`src/hdl/rtoe_pkg.sv`:
```
// rtoe_pkg: shared constants and types for the rto estimator with backoff
// no dependencies; used by rto_estimator_with_backoff_top
`default_nettype none

package rtoe_pkg;

   // command codes carried in req_tuser
   localparam logic [1:0] CMD_SAMPLE  = 2'd0;
   localparam logic [1:0] CMD_BACKOFF = 2'd1;
   localparam logic [1:0] CMD_INIT    = 2'd2;

   // configuration register indexes
   localparam logic [1:0] REG_MIN_TIMEOUT  = 2'd0;
   localparam logic [1:0] REG_MAX_TIMEOUT  = 2'd1;
   localparam logic [1:0] REG_INIT_TIMEOUT = 2'd2;

   // reset values of the configuration registers and the timeout
   localparam logic [15:0] MIN_TIMEOUT_RST  = 16'd100;
   localparam logic [15:0] MAX_TIMEOUT_RST  = 16'd5000;
   localparam logic [15:0] INIT_TIMEOUT_RST = 16'd500;

   // timer tick length in ms, range 1 to 1024
   localparam int unsigned TICK_MS = 16;

   // floor on the variance term, 10 ms in Q18.4
   localparam logic [21:0] SPREAD_FLOOR = 22'd160;

   // largest tick count that the delay field can show
   localparam logic [15:0] TICKS_MAX = 16'd4095;

   // one result word before packing
   typedef struct packed {
      logic [19:0] rtt_variance;
      logic [19:0] smoothed_rtt;
      logic [11:0] delay_ticks;
      logic [15:0] timeout_ms;
   } result_type;

endpackage

`default_nettype wire

```
`src/hdl/rto_estimator_with_backoff_top.sv`:
```
// Retransmission timeout estimator with backoff: smoothed rtt, rtt variance
// and timeout update in one pass per word. Depends on rtoe_pkg.
//
// Usage:
//   req channel: req_tuser carries the command (sample, backoff, init),
//   req_tdata the measured round trip in ms. Every accepted word gives one
//   rsp word with the timeout, the timer delay in ticks and both estimates
//   after that word.
//   csr port: csr_we writes csr_wdata to register csr_addr (0 min timeout,
//   1 max timeout, 2 initial timeout) in the same cycle; other indexes are
//   ignored. Write only while no word is in flight.
// Flow and throughput:
//   a word accepted into the input register is processed against the state
//   registers and its result is written to the result register, which
//   drives rsp_tvalid. One word per cycle is sustained while rsp_tready is
//   high; the state update is a combinational shift-and-add path, so each
//   word sees the state left by the word before it.
// Reset: clears both estimates, loads the timeout with 500 ms and the
//   configuration registers with 100, 5000 and 500 ms; both stages empty.
// Stall: while rsp_tready is low the result register holds and the input
//   register keeps one more word, then req_tready drops.
`default_nettype none

module rto_estimator_with_backoff_top (
   input  wire logic        clock,
   input  wire logic        reset,
   // request channel
   input  wire logic        req_tvalid,
   output logic             req_tready,
   input  wire logic [15:0] req_tdata,   // [15:0] sample_ms
   input  wire logic [1:0]  req_tuser,   // [1:0] cmd
   // response channel
   output logic             rsp_tvalid,
   input  wire logic        rsp_tready,
   output logic [71:0]      rsp_tdata,   // [15:0] timeout_ms, [27:16] delay_ticks,
                                         // [47:28] smoothed_rtt, [67:48] rtt_variance,
                                         // [71:68] zero
   // configuration port
   input  wire logic        csr_we,
   input  wire logic [1:0]  csr_addr,
   input  wire logic [15:0] csr_wdata
);

   // configuration registers
   logic [15:0] min_to_ff, max_to_ff, init_to_ff;

   // input stage
   logic        in_vld_ff;
   logic [1:0]  cmd_ff;
   logic [15:0] sample_ff;

   // estimator state
   logic [19:0] srtt_ff, srtt_in;
   logic [19:0] rttvar_ff, rttvar_in;
   logic [15:0] rto_ff, rto_in;

   // output stage
   logic                 out_vld_ff;
   rtoe_pkg::result_type res_ff, res_in;

   logic advance;

   // sample path
   logic [19:0] s_q;
   logic [19:0] diff;
   logic [21:0] var_sum;
   logic [22:0] srtt_sum;
   logic [19:0] srtt_new, rttvar_new;
   logic [21:0] spread;
   logic [22:0] total;
   logic [18:0] t_ms;
   logic [18:0] t_hi;
   logic [15:0] t_clamp;
   logic [16:0] doubled;
   logic [15:0] backoff;
   logic [15:0] quo;
   logic [11:0] ticks;

   // handshake: the input stage moves on when the result register is free
   assign advance    = in_vld_ff && (!out_vld_ff || rsp_tready);
   assign req_tready = !in_vld_ff || advance;
   assign rsp_tvalid = out_vld_ff;
   assign rsp_tdata  = {4'd0, res_ff};

   // configuration writes
   always_ff @(posedge clock) begin
      if (reset) begin
         min_to_ff  <= rtoe_pkg::MIN_TIMEOUT_RST;
         max_to_ff  <= rtoe_pkg::MAX_TIMEOUT_RST;
         init_to_ff <= rtoe_pkg::INIT_TIMEOUT_RST;
      end else if (csr_we) begin
         unique case (csr_addr)
            rtoe_pkg::REG_MIN_TIMEOUT:  min_to_ff  <= csr_wdata;
            rtoe_pkg::REG_MAX_TIMEOUT:  max_to_ff  <= csr_wdata;
            rtoe_pkg::REG_INIT_TIMEOUT: init_to_ff <= csr_wdata;
            default: ;
         endcase
      end
   end

   // input register
   always_ff @(posedge clock) begin
      if (reset) begin
         in_vld_ff <= 1'b0;
      end else if (req_tready) begin
         in_vld_ff <= req_tvalid;
      end
   end

   always_ff @(posedge clock) begin
      if (req_tready && req_tvalid) begin
         cmd_ff    <= req_tuser;
         sample_ff <= req_tdata;
      end
   end

   // sample update: variance uses the old srtt
   always_comb begin
      s_q      = {sample_ff, 4'd0};
      diff     = (srtt_ff >= s_q) ? (srtt_ff - s_q) : (s_q - srtt_ff);
      var_sum  = 22'(rttvar_ff) + {1'b0, rttvar_ff, 1'b0} + 22'(diff);
      srtt_sum = {srtt_ff, 3'd0} - 23'(srtt_ff) + 23'(s_q);
      if (srtt_ff == 20'd0) begin
         srtt_new   = s_q;
         rttvar_new = {1'b0, s_q[19:1]};
      end else begin
         srtt_new   = srtt_sum[22:3];
         rttvar_new = var_sum[21:2];
      end
      // timeout from the new estimates, clamped, minimum applied last
      spread  = {rttvar_new, 2'd0};
      if (spread < rtoe_pkg::SPREAD_FLOOR) begin
         spread = rtoe_pkg::SPREAD_FLOOR;
      end
      total   = 23'(srtt_new) + 23'(spread);
      t_ms    = total[22:4];
      t_hi    = (t_ms > 19'(max_to_ff)) ? 19'(max_to_ff) : t_ms;
      t_clamp = (t_hi < 19'(min_to_ff)) ? min_to_ff : t_hi[15:0];
      // exponential backoff capped at the maximum
      doubled = {rto_ff, 1'b0};
      backoff = (doubled > 17'(max_to_ff)) ? max_to_ff : doubled[15:0];
   end

   // command select
   always_comb begin
      srtt_in   = srtt_ff;
      rttvar_in = rttvar_ff;
      rto_in    = rto_ff;
      unique case (cmd_ff)
         rtoe_pkg::CMD_SAMPLE: begin
            srtt_in   = srtt_new;
            rttvar_in = rttvar_new;
            rto_in    = t_clamp;
         end
         rtoe_pkg::CMD_BACKOFF: begin
            rto_in = backoff;
         end
         rtoe_pkg::CMD_INIT: begin
            srtt_in   = 20'd0;
            rttvar_in = 20'd0;
            rto_in    = init_to_ff;
         end
         default: ;
      endcase
   end

   // timer delay: quotient by the tick length, kept in 1 to 4095
   always_comb begin
      quo = rto_in / 16'(rtoe_pkg::TICK_MS);
      if (quo > rtoe_pkg::TICKS_MAX) begin
         ticks = rtoe_pkg::TICKS_MAX[11:0];
      end else if (quo == 16'd0) begin
         ticks = 12'd1;
      end else begin
         ticks = quo[11:0];
      end
      res_in.timeout_ms   = rto_in;
      res_in.delay_ticks  = ticks;
      res_in.smoothed_rtt = srtt_in;
      res_in.rtt_variance = rttvar_in;
   end

   // state registers
   always_ff @(posedge clock) begin
      if (reset) begin
         srtt_ff   <= 20'd0;
         rttvar_ff <= 20'd0;
         rto_ff    <= rtoe_pkg::INIT_TIMEOUT_RST;
      end else if (advance) begin
         srtt_ff   <= srtt_in;
         rttvar_ff <= rttvar_in;
         rto_ff    <= rto_in;
      end
   end

   // result register
   always_ff @(posedge clock) begin
      if (reset) begin
         out_vld_ff <= 1'b0;
      end else if (advance) begin
         out_vld_ff <= 1'b1;
      end else if (rsp_tready) begin
         out_vld_ff <= 1'b0;
      end
   end

   always_ff @(posedge clock) begin
      if (advance) begin
         res_ff <= res_in;
      end
   end

endmodule

`default_nettype wire

```
`config.mk`:
```
export PLATFORM = sky130hd
export DESIGN_NAME = rto_estimator_with_backoff_top
export DESIGN_NICKNAME = d
export VERILOG_FILES = /design/src/hdl/rtoe_pkg.sv /design/src/hdl/rto_estimator_with_backoff_top.sv
export SDC_FILE = /design/constraint.sdc
export NUM_CORES = 1
export LEC_CHECK = 0
export BUFFER_PORTS_ARGS = -buffer_cell sky130_fd_sc_hd__clkbuf_2
export CAP_MARGIN = 10
export CORE_ASPECT_RATIO = 0.7
export CORE_UTILIZATION = 34
export CTS_CLUSTER_SIZE = 10
export DETAILED_ROUTE_END_ITERATION = 10
export GPL_TIMING_DRIVEN = 0
export PLACE_DENSITY = 0.46
export SYNTH_ARGS = -nofsm -noshare
export SYNTH_HDL_FRONTEND = slang
export SYNTH_SLANG_ARGS = --single-unit
```
`constraint.sdc`:
```
create_clock -name clock -period 32.1 [get_ports clock]
set_clock_uncertainty 0.15 [all_clocks]
set_input_delay 8.025 -clock clock [delete_from_list [all_inputs] [get_ports clock]]
set_output_delay 8.025 -clock clock [all_outputs]
set_load 0.02 [all_outputs]
```
After elaboration in Yosys (flattened, before gate mapping) --
Index checks and enable logic that the tools add are counted.
Word-level totals: register bits after elaboration 192, bits of input ports 41, output and inout port bits 74, word-level logic and storage cells 60
Operators by class: add/sub/neg operators 7, magnitude comparators 6, equal/unequal tests 4, mux-type cells 13, reductions and logical operators 15
Operator list (count):
- $pmux W20 S2 | 2
- $mux W20 | 3
- $pmux W16 S3 | 1
- $sub A20 B20 Y20 | 2
- $mux W16 | 2
- $add A20 B22 Y23 | 1
- $add A23 B20 Y23 | 1
- $sub A23 B20 Y23 | 1
- $add A20 B21 Y22 | 1
- $add A22 B20 Y22 | 1
- $lt A22 B8 Y1 const B | 1
- $mux W22 | 1
- $ge A20 B20 Y1 | 1
- $logic_not A20 Y1 | 1
- $gt A19 B16 Y1 | 1
- $lt A19 B16 Y1 | 1
- $mux W19 | 1
- $gt A17 B16 Y1 | 1
- $logic_not A16 Y1 | 1
- $gt A12 B12 Y1 const B | 1
- $mux W12 | 1
- $reduce_and A2 Y1 | 3
- $eq A2 B1 Y1 const B | 2
- $eq A2 B2 Y1 const B | 2
- 7 further kinds | 12

Longest topological paths before layout --
word-level depth 14, gate-level depth with buffers 76, gate-level depth less buffers 72

Worst setup path after synthesis --
Ideal clock, no wire load.
path type input -> output, start input rsp_tready, end output req_tready, arrival 8.377 ns, required time 23.925 ns, slack 15.548 ns, stages on the path 2, buffers on the path 0, path through nor2b_1 nand2_1
On the way: cells in the longest elaborated chain, start to end 3
RTL lines:
- start, declared | RTL line rto_estimator_with_backoff_top.sv:34 | input wire logic rsp_tready,
- $logic_or A1 B1 Y1 | RTL line rto_estimator_with_backoff_top.sv:80 | assign advance = in_vld_ff && (!out_vld_ff || rsp_tready);
- $logic_and A1 B1 Y1 | RTL line rto_estimator_with_backoff_top.sv:80
- $logic_or A1 B1 Y1 | RTL line rto_estimator_with_backoff_top.sv:81 | assign req_tready = !in_vld_ff || advance;
- end, declared | RTL line rto_estimator_with_backoff_top.sv:29 | output logic req_tready,
Every way passes these cells.

Final worst setup path --
start register srtt_ff[4], end register res_ff, in the netlist rsp_tdata[16], data pin
On the way: cells in the longest elaborated chain, start to end 14
RTL lines:
- start, declared | RTL line rto_estimator_with_backoff_top.sv:53 | logic [19:0] srtt_ff, srtt_in;
- start signal, assigned | RTL line rto_estimator_with_backoff_top.sv:190 | srtt_ff <= srtt_in;
- $sub A20 B20 Y20 or $ge A20 B20 Y1 (tied branches) | RTL line rto_estimator_with_backoff_top.sv:120 | diff = (srtt_ff >= s_q) ? (srtt_ff - s_q) : (s_q - srtt_ff);
- $mux W20 | RTL line rto_estimator_with_backoff_top.sv:120
- $add A22 B20 Y22 | RTL line rto_estimator_with_backoff_top.sv:121 | var_sum = 22'(rttvar_ff) + {1'b0, rttvar_ff, 1'b0} + 22'(diff);
- $mux W20 | RTL line rto_estimator_with_backoff_top.sv:123 | if (srtt_ff == 20'd0) begin
- $lt A22 B8 Y1 | RTL line rto_estimator_with_backoff_top.sv:132 | if (spread < rtoe_pkg::SPREAD_FLOOR) begin
- $mux W22 | RTL line rto_estimator_with_backoff_top.sv:132
- $add A20 B22 Y23 * | RTL line rto_estimator_with_backoff_top.sv:135 | total = 23'(srtt_new) + 23'(spread);
- $gt A19 B16 Y1 | RTL line rto_estimator_with_backoff_top.sv:137 | t_hi = (t_ms > 19'(max_to_ff)) ? 19'(max_to_ff) : t_ms;
- $mux W19 * | RTL line rto_estimator_with_backoff_top.sv:137
- $lt A19 B16 Y1 | RTL line rto_estimator_with_backoff_top.sv:138 | t_clamp = (t_hi < 19'(min_to_ff)) ? min_to_ff : t_hi[15:0];
- $mux W16 * | RTL line rto_estimator_with_backoff_top.sv:138
- $pmux W16 S3 * | RTL line rto_estimator_with_backoff_top.sv:149 | unique case (cmd_ff)
- $gt A12 B12 Y1 or $logic_not A16 Y1 (tied branches) | RTL line rto_estimator_with_backoff_top.sv:170, rto_estimator_with_backoff_top.sv:172
- $reduce_or A2 Y1 (no line)
- end signal, assigned | RTL line rto_estimator_with_backoff_top.sv:209 | res_ff <= res_in;
- end, declared | RTL line rto_estimator_with_backoff_top.sv:59 | rtoe_pkg::result_type res_ff, res_in;
Every way passes the cells marked *; elsewhere a longest branch is shown, timed or not. A chain may end at the register's enable or synchronous reset.

==> flow_metrics.env <==
export IMPL_grtUsageTotal_pct=26.4
export IMPL_start_kind="register"
export IMPL_post_cts_setup_buffers=0
export IMPL_fp_dieH_um=179
export IMPL_fin_crit_ps=19330
export IMPL_regArea_um2=4700
export IMPL_max_stage_delay_ps=820
export IMPL_outcome="complete, no violations"
export IMPL_worstPathMaxFanout=10
export IMPL_fin_nets=2136
export IMPL_path_clk_slew_ps=90
export IMPL_tns_ps=0
export IMPL_antenna_found_initial=1
export IMPL_leakage_nw=7.34
export IMPL_tightest_slew_ps=1170
export IMPL_overflow=0
export IMPL_avgSynthCellArea_um2=8.55
export IMPL_num_rows=64
export IMPL_totalWireLength_mm=61.0
export IMPL_yosys_area_share_xor_xnor_pct=2.98
export IMPL_syn_instance_count=1789
export IMPL_ctsRootBufferMaster="clkbuf_16"
export IMPL_numPortBuffers=109
export IMPL_grt_start_max_net_pins=48
export IMPL_final_cell_mix="nand2_1, a21oi_1, inv_1"
export IMPL_multiInputGateArea_um2=9640
export IMPL_synth_flop_cell="dfxtp_1"
export IMPL_crit_type="reg2reg"
export IMPL_drc=0
export IMPL_antenna_cells=0
export IMPL_num_vias=14203
export IMPL_cp_end_kind="register"
export IMPL_drt_pass1_iterations=6
export IMPL_fill_cells=4607
export IMPL_grt_setup_unrepaired="false"
export IMPL_post_cts_resized=0
export IMPL_total_power_w=0.00160
export IMPL_place_area_um2=16600
export IMPL_critical_path_required_ps=32230
export IMPL_hold_ws_ps=315
export IMPL_place_congestion=0.971
export IMPL_netlist_area_um2=15300
export IMPL_clock_fmax_mhz=51.7
export IMPL_ant_nets=0
export IMPL_grt_pass1_wl_mm=88.7
export IMPL_drt_iter0_drc=1593
export IMPL_cts_tree="done"
export IMPL_yosys_register_bits=192
export IMPL_routed_via_density=5.61
export IMPL_drv_cap=0
export IMPL_syn_to_final_growth_pct=12.5
export IMPL_setup_viol=0
export IMPL_cp_common_cell="a21oi_1"
export IMPL_hold_viol=0
export IMPL_synth_edff_count=86
export IMPL_ios=115
export IMPL_yosysSeqAreaShare_pct=30.8
export IMPL_dieArea_um2=45800
export IMPL_avgRoutedWirePerCell_um=24.1
export IMPL_core_um2=44000
export IMPL_yosys_warnings=0
export IMPL_ctsHtreeMaxLevel=4
export IMPL_p_per_area_nw_per_um2=93.2
export IMPL_final_cells=2530
export IMPL_ctsHoldBuffers=0
export IMPL_cts_buffer_depth=2
export IMPL_slowest_stage="a31oi_1"
export IMPL_synth_fa_ha_area_share_pct=15.9
export IMPL_die_x_um=256
export IMPL_yosys_area_share_simple_pct=17.2
export IMPL_arrival_ps=19470
export IMPL_vdd_ir_drop_max_mv=0.0666
export IMPL_cts_buffers_inserted=17
export IMPL_hp_class="reg2reg"
export IMPL_post_place_cells=2497
export IMPL_drive_gt1_share_pct=11.0
export IMPL_final_common_cell="nand2_1"
export IMPL_drv_slew=0
export IMPL_initial_core_util_pct=34.7
export IMPL_synth_mux_area_share_pct=4.35
export IMPL_fin_area_um2=17200
export IMPL_cts_sinks=192
export IMPL_synthArstFlopShare_pct=0
export IMPL_max_slew_margin_pct=20.7
export IMPL_ys_types=94
export IMPL_grt_pass1_vias=13156
export IMPL_finalCritPeriodShare_pct=60.2
export IMPL_synth_top_family_by_area="compound AO/OA/AOI/OAI gates"
export IMPL_clkLatencyLatePin_ps=490
export IMPL_synth_compound_area_share_pct=22.5
export IMPL_hpwl_mm=49.8
per-stage QoR:
| stage | util, % | setup WS, ps |
|---|---|---|
| after global placement | 37.7 | 13220 |
| after detailed placement | 37.8 | 13230 |
| final | 39.1 | 12770 |
| after floorplan | - | 15550 |
| after global routing | 39.1 | 11550 |
| after CTS | 39.1 | 13100 |
cell families after synthesis:
group / count (synthesis)
AND/OR/NAND/NOR: 553
multiplexers: 60
AO/OA/AOI/OAI: 510
other: 1
XOR/XNOR: 52
adder cells (fa/ha/maj): 172
buffers and inverters: 249
flip-flops: 192
critical path: cells and delay by family, from the launching register on:
family,cells,cell delay [ps]
adders and majority gates,7,2370
muxes,2,660
AOI/OAI and AO/OA,32,8320
xor gates and xnor gates,2,670
buffers and inverters,8,2470
DFF,1,410
and+or+nand+nor,20,3980
where the power goes:
| part | leakage (nW) | switching (W) | internal (W) |
|---|---|---|---|
| combinational | 5.37 | 0.000704 | 0.000372 |
| sequential | 1.69 | 0.0000170 | 0.000285 |
| clock | 0.284 | 0.000112 | 0.000114 |
path summary, 6_finish.rpt:
kind / from / slack, ps / end / cells after the start
hold / removal: init_to_ff[12]$_SDFFE_PP0P_ / 320 / init_to_ff[12]$_SDFFE_PP0P_ / 2
setup / recovery: srtt_ff[4]$_SDFFE_PP0P_ / 12770 / rsp_tdata[16]$_SDFFCE_PP1P_ / 71
setup reg to reg: srtt_ff[4]$_SDFFE_PP0P_ / 12770 / rsp_tdata[16]$_SDFFCE_PP1P_ / 71
hold reg to reg: init_to_ff[12]$_SDFFE_PP0P_ / 320 / init_to_ff[12]$_SDFFE_PP0P_ / 2
state kept, by name (all words and copies together), names as in the netlist:
signal      count
rsp_tdata      68
rttvar_ff      20
srtt_ff        20
init_to_ff     16
max_to_ff      16
min_to_ff      16
rto_ff         16
sample_ff      16
cmd_ff          2
in_vld_ff       1
rsp_tvalid      1
cells in the mapped netlist (5+ instances only):
| cell type | n | area share [%] |
|---|---|---|
| nand2_1 | 243 | 6.0 |
| a21oi_1 | 166 | 5.4 |
| inv_1 | 160 | 3.9 |
| ha_1 | 135 | 11 |
| dfxtp_1 | 106 | 14 |
| edfxtp_1 | 86 | 17 |
| nor2_1 | 86 | 2.1 |
| o21ai_0 | 72 | 2.4 |
| clkbuf_1 | 69 | 1.7 |
| a21o_1 | 54 | 2.7 |
| nand3_1 | 48 | 1.6 |
| fa_1 | 37 | 4.8 |
| xnor2_1 | 36 | 2.1 |
| mux2i_1 | 35 | 2.3 |
| nor3_1 | 30 | 0.98 |
| nand2b_1 | 26 | 1.1 |
| o21a_1 | 24 | 1.2 |
| a22o_1 | 22 | 1.3 |
| a211oi_1 | 20 | 0.98 |
| mux2_2 | 20 | 1.5 |
| and3_1 | 19 | 0.78 |
| nor2b_1 | 19 | 0.78 |
| o211ai_1 | 19 | 0.93 |
| o21bai_1 | 17 | 0.83 |
| xor2_1 | 16 | 0.92 |
| o31ai_1 | 14 | 0.69 |
| nor4_1 | 12 | 0.49 |
| a31oi_1 | 11 | 0.45 |
| and2_1 | 11 | 0.45 |
| nor3b_1 | 10 | 0.49 |
| o221ai_1 | 10 | 0.57 |
| o31a_1 | 9 | 0.52 |
| or2_2 | 9 | 0.37 |
| buf_1 | 8 | 0.20 |
| nand4_1 | 7 | 0.29 |
| or3_1 | 7 | 0.29 |
| and4_1 | 6 | 0.34 |
| buf_2 | 6 | 0.20 |
| a2111oi_0 | 5 | 0.29 |
| a31o_2 | 5 | 0.29 |
| o211a_1 | 5 | 0.33 |
| o21ai_1 | 5 | 0.16 |
layer usage:
metal / routed length (µm) / global-route usage, %
met4: 545 / 3.86
met2: 22000 / 32.6
met1: 31800 / 42.2
met3: 6700 / 9.69
met5: 0 / 0
layout make-up:
cell class / count / area share (%)
buffer: 88 / 2.12
clock buffer: 20 / 2.66
clock inverter: 12 / 0.683
inverter: 161 / 3.51
multi-input combinational: 1351 / 56.0
sequential: 192 / 27.3
tap: 594 / 4.32
timing repair buffer: 112 / 3.40
Note: power is estimated with default switching activity, not from simulation.
